--- src/rtl/ntc_temperature_interp_averager_core_assert.svh ---
// assertion macros shared by the ntc_tia rtl modules
// expects clk_i and rst_ni in the scope of the including module
`ifndef NTC_TEMPERATURE_INTERP_AVERAGER_CORE_ASSERT_SVH
`define NTC_TEMPERATURE_INTERP_AVERAGER_CORE_ASSERT_SVH

// plain property, checked outside reset
`define NTC_ASSERT(name, prop, msg) \
  name: assert property (@(posedge clk_i) disable iff (!rst_ni) prop) \
    else $error(msg);

// implication, checked outside reset
`define NTC_ASSERT_IMPL(name, pre, post, msg) \
  name: assert property (@(posedge clk_i) disable iff (!rst_ni) (pre) |-> (post)) \
    else $error(msg);

`endif

--- src/rtl/ntc_tia_pkg.sv ---
// types, constants and derived widths for the ntc temperature converter
// no dependencies; used by every rtl module of the block
package ntc_tia_pkg;

  localparam int unsigned TablePoints      = 12;
  localparam int unsigned SamplesPerResult = 8;
  localparam int unsigned AdcBits          = 10;

  localparam int unsigned Spacing    = 100;
  localparam int unsigned FirstPoint = 50;
  localparam int unsigned TableDepth = 2 * TablePoints;
  localparam int unsigned HiCount    = Spacing * (TablePoints - 1);

  localparam int unsigned OffsetW = 10;
  localparam int unsigned TempW   = 16;
  localparam int unsigned IdxW    = 4;
  localparam int unsigned SampleW = 10;
  localparam int unsigned DataW   = 32;
  localparam int unsigned AddrW   = $clog2(TableDepth);

  // offset-corrected count and its clamped form
  localparam int unsigned CW = $clog2(HiCount + 1);
  localparam int unsigned XW = (AdcBits + 2 > CW + 1) ? AdcBits + 2 : CW + 1;

  // segment index: count / spacing by reciprocal
  localparam int unsigned SegW     = $clog2(TablePoints - 1);
  localparam int unsigned SegFullW = $clog2(TablePoints);
  localparam int unsigned RecipK   = CW + 7;
  localparam int unsigned RecipC   = (2 ** RecipK + Spacing - 1) / Spacing;
  localparam int unsigned RecipCW  = $clog2(RecipC + 1);
  localparam int unsigned SegProdW = CW + RecipCW;

  // interpolation product and quotient
  localparam int unsigned DxW    = $clog2(Spacing + 1);
  localparam int unsigned DiffW  = TempW + 1;
  localparam int unsigned ProdW  = DxW + 1 + DiffW;
  localparam int unsigned MagW   = DxW + TempW;
  localparam int unsigned QK     = MagW + 7;
  localparam int unsigned QC     = (2 ** QK + Spacing - 1) / Spacing;
  localparam int unsigned QCW    = $clog2(QC + 1);
  localparam int unsigned QProdW = MagW + QCW;

  // run accumulation, average by shift
  localparam int unsigned SumW     = TempW + $clog2(SamplesPerResult);
  localparam int unsigned CntW     = $clog2(SamplesPerResult + 1);
  localparam int unsigned AvgShift = $clog2(SamplesPerResult);

  localparam logic signed [XW-1:0] XLo = XW'(FirstPoint);
  localparam logic signed [XW-1:0] XHi = XW'(HiCount);

  typedef enum logic {
    CMD_LOAD   = 1'b0,
    CMD_SAMPLE = 1'b1
  } cmd_e;

  typedef enum logic {
    SENSOR_B = 1'b0,
    SENSOR_A = 1'b1
  } sensor_e;

  typedef enum logic {
    REG_OFFSET_A = 1'b0,
    REG_OFFSET_B = 1'b1
  } reg_e;

  typedef struct packed {
    cmd_e                    cmd;
    sensor_e                 sensor_sel;
    logic [IdxW-1:0]         entry_index;
    logic signed [TempW-1:0] entry_value;
    logic [SampleW-1:0]      adc_sample;
  } in_t;

  typedef struct packed {
    logic signed [TempW-1:0] temperature;
    logic                    clamped;
  } out_t;

  typedef struct packed {
    sensor_e                 sensor;
    logic                    clamp;
    logic                    first;
    logic [DxW-1:0]          dx;
    logic signed [TempW-1:0] ta;
    logic signed [TempW-1:0] tb;
  } seg_t;

  typedef struct packed {
    sensor_e                 sensor;
    logic                    clamp;
    logic signed [TempW-1:0] value;
  } samp_t;

endpackage

--- src/rtl/ntc_tia_lookup.sv ---
// input register, offset and clamp, segment select and table memory
// depends on ntc_tia_pkg and the assertion macro header
`include "ntc_temperature_interp_averager_core_assert.svh"

module ntc_tia_lookup (
  input  logic                                        clk_i,
  input  logic                                        rst_ni,
  input  logic                                        in_valid_i,
  output logic                                        in_ready_o,
  input  ntc_tia_pkg::in_t                            in_data_i,
  input  logic signed [ntc_tia_pkg::OffsetW-1:0]      offset_a_i,
  input  logic signed [ntc_tia_pkg::OffsetW-1:0]      offset_b_i,
  output logic                                        seg_valid_o,
  input  logic                                        seg_ready_i,
  output ntc_tia_pkg::seg_t                           seg_o
);

  logic                                      v1_q;
  ntc_tia_pkg::in_t                          s1_q;
  logic                                      v2_q;
  logic                                      en2;
  logic                                      is_sample;
  logic                                      is_load;
  logic signed [ntc_tia_pkg::OffsetW-1:0]    offset;
  logic signed [ntc_tia_pkg::XW-1:0]         x;
  logic                                      clamp_lo;
  logic                                      clamp_hi;
  logic [ntc_tia_pkg::CW-1:0]                xc;
  logic [ntc_tia_pkg::CW-1:0]                a1;
  logic [ntc_tia_pkg::SegProdW-1:0]          seg_prod;
  logic [ntc_tia_pkg::SegFullW-1:0]          seg_full;
  logic [ntc_tia_pkg::SegW-1:0]              seg;
  logic                                      first;
  logic [ntc_tia_pkg::AddrW-1:0]             base;
  logic [ntc_tia_pkg::AddrW-1:0]             rd_a;
  logic [ntc_tia_pkg::AddrW-1:0]             rd_b;
  logic [ntc_tia_pkg::AddrW-1:0]             wr_a;
  logic                                      wr_en;
  logic                                      rd_en;
  logic signed [ntc_tia_pkg::TempW-1:0]      lut_mem [ntc_tia_pkg::TableDepth];
  logic signed [ntc_tia_pkg::TempW-1:0]      ta_q;
  logic signed [ntc_tia_pkg::TempW-1:0]      tb_q;
  ntc_tia_pkg::sensor_e                      sensor_q;
  logic                                      clamp_q;
  logic                                      first_q;
  logic [ntc_tia_pkg::DxW-1:0]               dx_q;

  assign en2        = !v2_q || seg_ready_i;
  assign in_ready_o = !v1_q || en2;
  assign is_sample  = v1_q && (s1_q.cmd == ntc_tia_pkg::CMD_SAMPLE);
  assign is_load    = v1_q && (s1_q.cmd == ntc_tia_pkg::CMD_LOAD);

  always_comb begin
    offset   = (s1_q.sensor_sel == ntc_tia_pkg::SENSOR_A) ? offset_a_i : offset_b_i;
    x        = ntc_tia_pkg::XW'($signed({1'b0, s1_q.adc_sample[ntc_tia_pkg::AdcBits-1:0]}))
             + ntc_tia_pkg::XW'(offset);
    clamp_lo = x < ntc_tia_pkg::XLo;
    clamp_hi = x > ntc_tia_pkg::XHi;
    if (clamp_lo) begin
      xc = ntc_tia_pkg::CW'(ntc_tia_pkg::FirstPoint);
    end else if (clamp_hi) begin
      xc = ntc_tia_pkg::CW'(ntc_tia_pkg::HiCount);
    end else begin
      xc = ntc_tia_pkg::CW'(x);
    end
    seg_prod = ntc_tia_pkg::SegProdW'(xc) * ntc_tia_pkg::SegProdW'(ntc_tia_pkg::RecipC);
    seg_full = ntc_tia_pkg::SegFullW'(seg_prod >> ntc_tia_pkg::RecipK);
    if (seg_full > ntc_tia_pkg::SegFullW'(ntc_tia_pkg::TablePoints - 2)) begin
      seg = ntc_tia_pkg::SegW'(ntc_tia_pkg::TablePoints - 2);
    end else begin
      seg = ntc_tia_pkg::SegW'(seg_full);
    end
    first = (seg == '0);
    a1    = first ? ntc_tia_pkg::CW'(ntc_tia_pkg::FirstPoint)
                  : ntc_tia_pkg::CW'(seg * ntc_tia_pkg::Spacing);
    base  = (s1_q.sensor_sel == ntc_tia_pkg::SENSOR_A)
          ? ntc_tia_pkg::AddrW'(ntc_tia_pkg::TablePoints) : '0;
    rd_a  = base + ntc_tia_pkg::AddrW'(seg);
    rd_b  = rd_a + ntc_tia_pkg::AddrW'(1);
    wr_a  = base + ntc_tia_pkg::AddrW'(s1_q.entry_index);
    wr_en = en2 && is_load && (32'(s1_q.entry_index) < ntc_tia_pkg::TablePoints);
    rd_en = en2 && is_sample;
  end

  // table store, entries hold nothing until loaded
  always_ff @(posedge clk_i) begin
    if (wr_en) begin
      lut_mem[wr_a] <= s1_q.entry_value;
    end
    if (rd_en) begin
      ta_q <= lut_mem[rd_a];
      tb_q <= lut_mem[rd_b];
    end
  end

  always_ff @(posedge clk_i or negedge rst_ni) begin
    if (!rst_ni) begin
      v1_q <= 1'b0;
      v2_q <= 1'b0;
    end else begin
      if (in_ready_o) begin
        v1_q <= in_valid_i;
      end
      if (en2) begin
        v2_q <= is_sample;
      end
    end
  end

  always_ff @(posedge clk_i) begin
    if (in_valid_i && in_ready_o) begin
      s1_q <= in_data_i;
    end
    if (rd_en) begin
      sensor_q <= s1_q.sensor_sel;
      clamp_q  <= clamp_lo || clamp_hi;
      first_q  <= first;
      dx_q     <= ntc_tia_pkg::DxW'(xc - a1);
    end
  end

  assign seg_valid_o  = v2_q;
  assign seg_o.sensor = sensor_q;
  assign seg_o.clamp  = clamp_q;
  assign seg_o.first  = first_q;
  assign seg_o.dx     = dx_q;
  assign seg_o.ta     = ta_q;
  assign seg_o.tb     = tb_q;

  `NTC_ASSERT_IMPL(stall_needs_full_a, !in_ready_o, v1_q && v2_q && !seg_ready_i, "input stalled with a free stage")

endmodule

--- src/rtl/ntc_tia_interp.sv ---
// interpolation between two table points: product stage, then reciprocal divide
// depends on ntc_tia_pkg
module ntc_tia_interp (
  input  logic                clk_i,
  input  logic                rst_ni,
  input  logic                seg_valid_i,
  output logic                seg_ready_o,
  input  ntc_tia_pkg::seg_t   seg_i,
  output logic                samp_valid_o,
  input  logic                samp_ready_i,
  output ntc_tia_pkg::samp_t  samp_o
);

  logic                                      v3_q;
  logic                                      v4_q;
  logic                                      en3;
  logic                                      en4;
  logic signed [ntc_tia_pkg::DiffW-1:0]      diff;
  logic signed [ntc_tia_pkg::ProdW-1:0]      num_d;
  logic signed [ntc_tia_pkg::ProdW-1:0]      num_q;
  ntc_tia_pkg::sensor_e                      sensor3_q;
  logic                                      clamp3_q;
  logic                                      first3_q;
  logic signed [ntc_tia_pkg::TempW-1:0]      ta3_q;
  logic                                      neg;
  logic [ntc_tia_pkg::MagW-1:0]              mag;
  logic [ntc_tia_pkg::MagW-1:0]              mag2;
  logic [ntc_tia_pkg::QProdW-1:0]            q_prod;
  logic [ntc_tia_pkg::TempW-1:0]             q;
  logic signed [ntc_tia_pkg::TempW:0]        qs;
  logic signed [ntc_tia_pkg::TempW-1:0]      value_d;
  ntc_tia_pkg::samp_t                        samp_q;

  assign en4         = !v4_q || samp_ready_i;
  assign en3         = !v3_q || en4;
  assign seg_ready_o = en3;

  always_comb begin
    diff  = ntc_tia_pkg::DiffW'(seg_i.tb) - ntc_tia_pkg::DiffW'(seg_i.ta);
    num_d = ntc_tia_pkg::ProdW'($signed({1'b0, seg_i.dx})) * ntc_tia_pkg::ProdW'(diff);
  end

  // first segment spans half the spacing, so its numerator is doubled
  always_comb begin
    neg     = num_q[ntc_tia_pkg::ProdW-1];
    mag     = ntc_tia_pkg::MagW'(neg ? -num_q : num_q);
    mag2    = first3_q ? (mag << 1) : mag;
    q_prod  = ntc_tia_pkg::QProdW'(mag2) * ntc_tia_pkg::QProdW'(ntc_tia_pkg::QC);
    q       = ntc_tia_pkg::TempW'(q_prod >> ntc_tia_pkg::QK);
    qs      = neg ? -$signed({1'b0, q}) : $signed({1'b0, q});
    value_d = ntc_tia_pkg::TempW'((ntc_tia_pkg::TempW + 1)'(ta3_q) + qs);
  end

  always_ff @(posedge clk_i or negedge rst_ni) begin
    if (!rst_ni) begin
      v3_q <= 1'b0;
      v4_q <= 1'b0;
    end else begin
      if (en3) begin
        v3_q <= seg_valid_i;
      end
      if (en4) begin
        v4_q <= v3_q;
      end
    end
  end

  always_ff @(posedge clk_i) begin
    if (en3 && seg_valid_i) begin
      num_q     <= num_d;
      sensor3_q <= seg_i.sensor;
      clamp3_q  <= seg_i.clamp;
      first3_q  <= seg_i.first;
      ta3_q     <= seg_i.ta;
    end
    if (en4 && v3_q) begin
      samp_q.sensor <= sensor3_q;
      samp_q.clamp  <= clamp3_q;
      samp_q.value  <= value_d;
    end
  end

  assign samp_valid_o = v4_q;
  assign samp_o       = samp_q;

endmodule

--- src/rtl/ntc_tia_accum.sv ---
// run accumulation per sensor, average and result register
// depends on ntc_tia_pkg and the assertion macro header
`include "ntc_temperature_interp_averager_core_assert.svh"

module ntc_tia_accum (
  input  logic                clk_i,
  input  logic                rst_ni,
  input  logic                samp_valid_i,
  output logic                samp_ready_o,
  input  ntc_tia_pkg::samp_t  samp_i,
  output logic                out_valid_o,
  input  logic                out_ready_i,
  output ntc_tia_pkg::out_t   out_data_o
);

  logic signed [ntc_tia_pkg::SumW-1:0]   sum_q;
  logic signed [ntc_tia_pkg::SumW-1:0]   sum_d;
  logic [ntc_tia_pkg::CntW-1:0]          cnt_q;
  logic [ntc_tia_pkg::CntW-1:0]          cnt_d;
  logic                                  clamp_q;
  logic                                  clamp_d;
  ntc_tia_pkg::sensor_e                  run_sensor_q;
  ntc_tia_pkg::sensor_e                  run_sensor_d;
  logic                                  out_valid_q;
  logic                                  out_valid_d;
  ntc_tia_pkg::out_t                     out_q;
  logic                                  consume;
  logic                                  restart;
  logic                                  done;
  logic signed [ntc_tia_pkg::SumW-1:0]   new_sum;
  logic signed [ntc_tia_pkg::SumW-1:0]   biased;
  logic [ntc_tia_pkg::CntW-1:0]          new_cnt;
  logic                                  new_clamp;
  logic signed [ntc_tia_pkg::TempW-1:0]  avg;

  assign samp_ready_o = !out_valid_q || out_ready_i;
  assign consume      = samp_valid_i && samp_ready_o;

  // a sample of the other sensor drops the partial run
  always_comb begin
    restart   = (cnt_q != '0) && (samp_i.sensor != run_sensor_q);
    new_sum   = (restart ? '0 : sum_q) + ntc_tia_pkg::SumW'(samp_i.value);
    new_cnt   = (restart ? '0 : cnt_q) + ntc_tia_pkg::CntW'(1);
    new_clamp = (restart ? 1'b0 : clamp_q) | samp_i.clamp;
    done      = new_cnt == ntc_tia_pkg::CntW'(ntc_tia_pkg::SamplesPerResult);
    biased    = new_sum + (new_sum[ntc_tia_pkg::SumW-1]
              ? ntc_tia_pkg::SumW'(ntc_tia_pkg::SamplesPerResult - 1) : '0);
    avg       = ntc_tia_pkg::TempW'(biased >>> ntc_tia_pkg::AvgShift);

    sum_d        = sum_q;
    cnt_d        = cnt_q;
    clamp_d      = clamp_q;
    run_sensor_d = run_sensor_q;
    out_valid_d  = out_valid_q && !out_ready_i;
    if (consume) begin
      run_sensor_d = samp_i.sensor;
      if (done) begin
        sum_d       = '0;
        cnt_d       = '0;
        clamp_d     = 1'b0;
        out_valid_d = 1'b1;
      end else begin
        sum_d   = new_sum;
        cnt_d   = new_cnt;
        clamp_d = new_clamp;
      end
    end
  end

  always_ff @(posedge clk_i or negedge rst_ni) begin
    if (!rst_ni) begin
      sum_q        <= '0;
      cnt_q        <= '0;
      clamp_q      <= 1'b0;
      run_sensor_q <= ntc_tia_pkg::SENSOR_B;
      out_valid_q  <= 1'b0;
    end else begin
      sum_q        <= sum_d;
      cnt_q        <= cnt_d;
      clamp_q      <= clamp_d;
      run_sensor_q <= run_sensor_d;
      out_valid_q  <= out_valid_d;
    end
  end

  always_ff @(posedge clk_i) begin
    if (consume && done) begin
      out_q.temperature <= avg;
      out_q.clamped     <= new_clamp;
    end
  end

  assign out_valid_o = out_valid_q;
  assign out_data_o  = out_q;

  `NTC_ASSERT(cnt_in_range_a, cnt_q < ntc_tia_pkg::CntW'(ntc_tia_pkg::SamplesPerResult), "run count past result length")
  `NTC_ASSERT_IMPL(empty_run_clear_a, cnt_q == '0, sum_q == '0 && !clamp_q, "empty run holds a sum or flag")
  `NTC_ASSERT_IMPL(result_resets_run_a, $rose(out_valid_q), cnt_q == '0, "run not restarted after result")

endmodule

--- src/rtl/ntc_temperature_interp_averager_core.sv ---
// top level of the two-sensor ntc temperature converter with averaging
// depends on ntc_tia_pkg, ntc_tia_lookup, ntc_tia_interp and ntc_tia_accum
//
// input channel in_valid_i/in_ready_o/in_data_i carries one transaction per item:
// a table load (cmd load) writes one point of the selected sensor's table, a sample
// (cmd sample) adds the sensor's offset, clamps to the table span and interpolates.
// output channel out_valid_o/out_ready_i/out_data_o carries one transaction per run
// of eight samples of one sensor: the average, truncated toward zero, and the clamp
// flag of the run. a sample of the other sensor discards a partial run.
// offsets are written over the apb port at 0x0 (battery) and 0x4 (heatsink); the user
// must write them only while no item is in flight, the block itself does not enforce it.
// an item is taken every cycle while in_ready_o is high; the result of a run passes
// from the transaction of the run's last sample through the input register, table read,
// product, divide and result registers.
// a stalled receiver keeps the result in the output register; items keep being
// taken until the four internal stages are full, then in_ready_o drops.
// reset clears the run, the offsets and all valid flags; table contents are not
// cleared and must be loaded before samples use them.
module ntc_temperature_interp_averager_core (
  input  logic               clk_i,
  input  logic               rst_ni,
  input  logic               in_valid_i,
  output logic               in_ready_o,
  input  ntc_tia_pkg::in_t   in_data_i,
  output logic               out_valid_o,
  input  logic               out_ready_i,
  output ntc_tia_pkg::out_t  out_data_o,
  input  logic               psel,
  input  logic               penable,
  input  logic               pwrite,
  input  logic [2:0]         paddr,
  input  logic [31:0]        pwdata,
  output logic [31:0]        prdata,
  output logic               pready
);

  logic signed [ntc_tia_pkg::OffsetW-1:0] offset_a_q;
  logic signed [ntc_tia_pkg::OffsetW-1:0] offset_b_q;
  ntc_tia_pkg::reg_e                      reg_sel;
  logic                                   cfg_wr;
  logic                                   seg_valid;
  logic                                   seg_ready;
  ntc_tia_pkg::seg_t                      seg;
  logic                                   samp_valid;
  logic                                   samp_ready;
  ntc_tia_pkg::samp_t                     samp;

  assign pready  = 1'b1;
  assign reg_sel = ntc_tia_pkg::reg_e'(paddr[2]);
  assign cfg_wr  = psel && penable && pwrite && pready;

  always_comb begin
    unique case (reg_sel)
      ntc_tia_pkg::REG_OFFSET_A: prdata = {{(ntc_tia_pkg::DataW - ntc_tia_pkg::OffsetW){1'b0}},
                                           offset_a_q};
      ntc_tia_pkg::REG_OFFSET_B: prdata = {{(ntc_tia_pkg::DataW - ntc_tia_pkg::OffsetW){1'b0}},
                                           offset_b_q};
      default:                   prdata = '0;
    endcase
  end

  always_ff @(posedge clk_i or negedge rst_ni) begin
    if (!rst_ni) begin
      offset_a_q <= '0;
      offset_b_q <= '0;
    end else if (cfg_wr) begin
      unique case (reg_sel)
        ntc_tia_pkg::REG_OFFSET_A: offset_a_q <= pwdata[ntc_tia_pkg::OffsetW-1:0];
        ntc_tia_pkg::REG_OFFSET_B: offset_b_q <= pwdata[ntc_tia_pkg::OffsetW-1:0];
        default: begin
          offset_a_q <= offset_a_q;
        end
      endcase
    end
  end

  ntc_tia_lookup u_lookup (
    .clk_i       (clk_i),
    .rst_ni      (rst_ni),
    .in_valid_i  (in_valid_i),
    .in_ready_o  (in_ready_o),
    .in_data_i   (in_data_i),
    .offset_a_i  (offset_a_q),
    .offset_b_i  (offset_b_q),
    .seg_valid_o (seg_valid),
    .seg_ready_i (seg_ready),
    .seg_o       (seg)
  );

  ntc_tia_interp u_interp (
    .clk_i        (clk_i),
    .rst_ni       (rst_ni),
    .seg_valid_i  (seg_valid),
    .seg_ready_o  (seg_ready),
    .seg_i        (seg),
    .samp_valid_o (samp_valid),
    .samp_ready_i (samp_ready),
    .samp_o       (samp)
  );

  ntc_tia_accum u_accum (
    .clk_i        (clk_i),
    .rst_ni       (rst_ni),
    .samp_valid_i (samp_valid),
    .samp_ready_o (samp_ready),
    .samp_i       (samp),
    .out_valid_o  (out_valid_o),
    .out_ready_i  (out_ready_i),
    .out_data_o   (out_data_o)
  );

endmodule
--- config.mk ---
export PLATFORM = sky130hd
export DESIGN_NAME = ntc_temperature_interp_averager_core
export DESIGN_NICKNAME = d
export VERILOG_FILES = /design/src/rtl/ntc_tia_pkg.sv /design/src/rtl/ntc_tia_lookup.sv /design/src/rtl/ntc_tia_interp.sv /design/src/rtl/ntc_tia_accum.sv /design/src/rtl/ntc_temperature_interp_averager_core.sv
export VERILOG_INCLUDE_DIRS = /design/src /design/src/rtl
export SDC_FILE = /design/constraint.sdc
export NUM_CORES = 2
export LEC_CHECK = 0
export ABC_CLOCK_PERIOD_IN_PS = 12600
export BUFFER_PORTS_ARGS = -buffer_cell sky130_fd_sc_hd__buf_2
export CELL_PAD_IN_SITES_DETAIL_PLACEMENT = 1
export CELL_PAD_IN_SITES_GLOBAL_PLACEMENT = 1
export CORE_MARGIN = 5
export CORE_UTILIZATION = 39
export DETAILED_ROUTE_END_ITERATION = 10
export GPL_ROUTABILITY_DRIVEN = 0
export PLACE_DENSITY = 0.73
export SLEW_MARGIN = 10
export SYNTH_ARGS = -nofsm -noshare
export SYNTH_HDL_FRONTEND = slang
export SYNTH_HIERARCHICAL = 1
export SYNTH_SLANG_ARGS = --single-unit
export TNS_END_PERCENT = 50
--- constraint.sdc ---
create_clock -name clk_i -period 12.6 [get_ports clk_i]
set_input_delay 1.26 -clock clk_i [delete_from_list [all_inputs] [get_ports clk_i]]
set_output_delay 1.26 -clock clk_i [all_outputs]
set_load 0.01 [all_outputs]
==> flow_summary.yaml <==
worst_setup_path:
  crit_path_end_kind: "flip-flop"
  path_max_fanout: 9
  critPathKind: "reg2reg"
  cp_data_arrival_time_ns: 12.56
  cpMostUsedCell: "inv_1"
  required_ns: 12.99
  start_kind: "flip-flop"
  critical-path-max-stage-delay_ns: 0.84
  reg2reg_depth: 39
  crit_slowest_cell: "xnor2_1"
sta:
  hold_violations: 0
  setup_tns_ns: 0
  setup_viol: 0
  fin_crit_sh_pct: 96.6
  worst_slew_pin_slew_ns: 1.14
  rsz0062_at_grt: "no"
  slew_headroom_pct: 24.1
  min_period_ns: 12.17
  slew_violations: 0
  max_freq_ghz: 0.0821
  clock_skew_ns: 0.0480
clocking:
  numCtsBuffers: 67
  cts.sinks: 586
  post_cts_buffers: 0
  root_buffer: "clkbuf_16"
  cts_tree: "built"
  clockBufferDepth: 3
  htree_levels: 3
  clk_latency_ns: 0.64
  hold_buffers: 0
  path_clk_slew_ns: 0.06
  cts-resized-gates: 0
floorplan:
  die_h_microns: 357
  die_area_sq_mm: 0.127
  coreArea_sq_mm: 0.120
  io_pins: 126
  die_w_microns: 357
  rows: 127
  initial_core_util_pct: 39.2
global_routing:
  antenna_found_initial: 5
  grtUsageTotal_pct: 22.2
  grt_pass1_wl_microns: 219000
  grt_overflow: 0
  grt_pass1_vias: 37000
  grt_max_degree: 160
logic_synthesis:
  postSynthCellCount: 4370
  synth_top_area_share_pct: 34.3
  synth_edf_count: 536
  yosysSeqAreaShare_pct: 37.0
  ys_top_cells_by_area: "edfxtp_1 (34%), fa_1 (14%), ha_1 (12%), inv_1 (4.4%), nand2_1 (4.1%)"
  ys_warn_count: 6
  syn_area_per_cell_sq_um: 10.7
  ys_ff_latch: 586
  netlist_area_sq_mm: 0.0469
  yosysTopAreaCell: "edfxtp_1"
  synth_top_flop_cell: "edfxtp_1"
  async_flop_share_pct: 8.53
  synth.distinct_cells: 112
cells_and_area:
  multi_input_area_sq_mm: 0.0266
  num-fill-cells: 13100
  nets: 5297
  fin_area_sq_mm: 0.0515
  syn2layout_area_growth_pct: 9.90
  regArea_sq_mm: 0.0173
  drive_gt1_share_pct: 10.1
detailed_routing:
  vias_per_cell: 5.62
  first_pass_iters: 5
  route.detailed.drc: 0
  drt_iter0_drc: 2824
  via_count: 34400
  wl_per_cell_microns: 23.3
  finalWirelength_microns: 142000
  final_antenna_net_count: 0
min_path:
  holdPathStages: 0
  hp-class: "reg2reg"
placed_design:
  dpl_cell_area_sq_mm: 0.0493
  dp_hpwl_microns: 104000
  portBuffers: 78
run_status:
  outcome: "finished clean"
flow_run:
  maxCapViolCount: 0
==> state kept, by name, indices dropped and copies added (netlist names), 10 cells and up <==
name and cells:
offset_a_q 10, u_accum/out_data_o 17, u_lookup/lut_mem 384, u_accum/sum_q 19, u_interp/samp_o 18, u_lookup/ta_q 16
u_lookup/s1_q 32, u_lookup/tb_q 16, u_interp/ta3_q 16, u_interp/num_q 24, offset_b_q 10
==> Yosys cell counts, types with 12 or more instances <==
cell type	n
nand3_1	105
a21oi_1	211
a32oi_1	18
nor2b_1	36
fa_1	320
nor4_1	31
o21ai_1	12
ha_1	446
buf_2	22
inv_1	551
o32a_1	15
o211ai_1	16
o21ai_0	136
o32ai_1	25
a221oi_1	19
nor2_1	157
o21bai_1	14
clkbuf_1	105
nand4_1	22
dfrtp_1	50
a31oi_1	27
mux4_2	28
a21o_1	37
nor3_1	111
xnor2_1	102
mux2_2	33
buf_4	35
o221a_2	18
o21a_1	12
mux2i_1	120
nand2b_1	30
xor2_1	63
a211oi_1	16
buf_1	19
and2_1	83
nand2_1	516
or3_1	22
edfxtp_1	536
mux2_4	12
==> layout make-up <==
class,instances,share of cell area (%)
Inverter,553,4.03
Multi-Input combinational cell,3058,51.6
Timing Repair Buffer,191,2.50
Clock buffer,75,3.33
Antenna cell,1,0.00485
Tap cell,1612,3.91
Sequential cell,586,33.7
Clock inverter,38,0.925
==> per-stage QoR <==
step / worst slack [ns] / hold WS, ns / cells / utilization (%)
after global placement: 0.790 / 0.403 / 6000 / 41.2
after detailed placement: 0.505 / 0.406 / 6000 / 41.2
final: 0.427 / 0.417 / 6114 / 43.1
after floorplan: 1.69 / 0.400 / 4391 / -
after global routing: 0.00415 / 0.422 / 6113 / 43.1
after CTS: 0.402 / 0.420 / 6113 / 43.1
==> path summary, 6_finish.rpt <==
path                       slack (ns)               start             endpoint
setup / recovery                 0.43   u_lookup/s1_q[30]     u_lookup/tb_q[4]
hold / removal                   0.42  u_interp/sensor3_q  u_interp/samp_o[17]
setup reg to reg                 0.43   u_lookup/s1_q[30]     u_lookup/tb_q[4]
hold reg to reg                  0.42  u_interp/sensor3_q  u_interp/samp_o[17]
max in group asynchronous       11.33              rst_ni    u_accum/sum_q[11]
min in group asynchronous        0.78              rst_ni        offset_b_q[7]
==> logic make-up after synthesis <==
| kind of cell | share of synthesized area (%) |
|---|---|
| buffers and inverters | 6.61 |
| xor gates and xnor gates | 3.12 |
| muxes | 5.13 |
| AOI/OAI and AO/OA | 10.5 |
| adders and majority gates | 25.6 |
| and+or+nand+nor | 12.0 |
| DFF | 37.0 |
| other | 0.0160 |
==> worst max-delay path, delay by kind of cell (launching register included) <==
kind / cells / cell delay, ns
mux: 2 / 0.75
simple gates: 10 / 2.85
buf+inv: 9 / 1.54
compound gates: 7 / 1.79
flops: 1 / 0.62
xor+xnor: 3 / 1.31
fa+ha+maj: 8 / 3.02
==> cells in the final DEF, fill, tap and decap left out, types with 105 or more instances in the layout <==
master / synthesis / layout
nor2_1: 157 / 152
buf_4: 35 / 109
a21oi_1: 211 / 211
nand3_1: 105 / 105
edfxtp_1: 536 / 536
nor3_1: 111 / 111
nand2_1: 516 / 516
fa_1: 320 / 320
o21ai_0: 136 / 136
ha_1: 446 / 445
mux2i_1: 120 / 119
inv_1: 551 / 551
==> layer usage <==
metal / global-route usage (%) / share of wire [%] / vias up
li1: - / - / 15400
met1: 29.4 / 42 / 17500
met2: 37.6 / 48 / 1169
met3: 3.80 / 7.1 / 257
met4: 6.89 / 3.4 / 0
met5: 0 / 0 / -
Power is left out: the tool's default activity adds up to more than one toggle a clock period on the data nets, which glitch-free logic cannot reach.
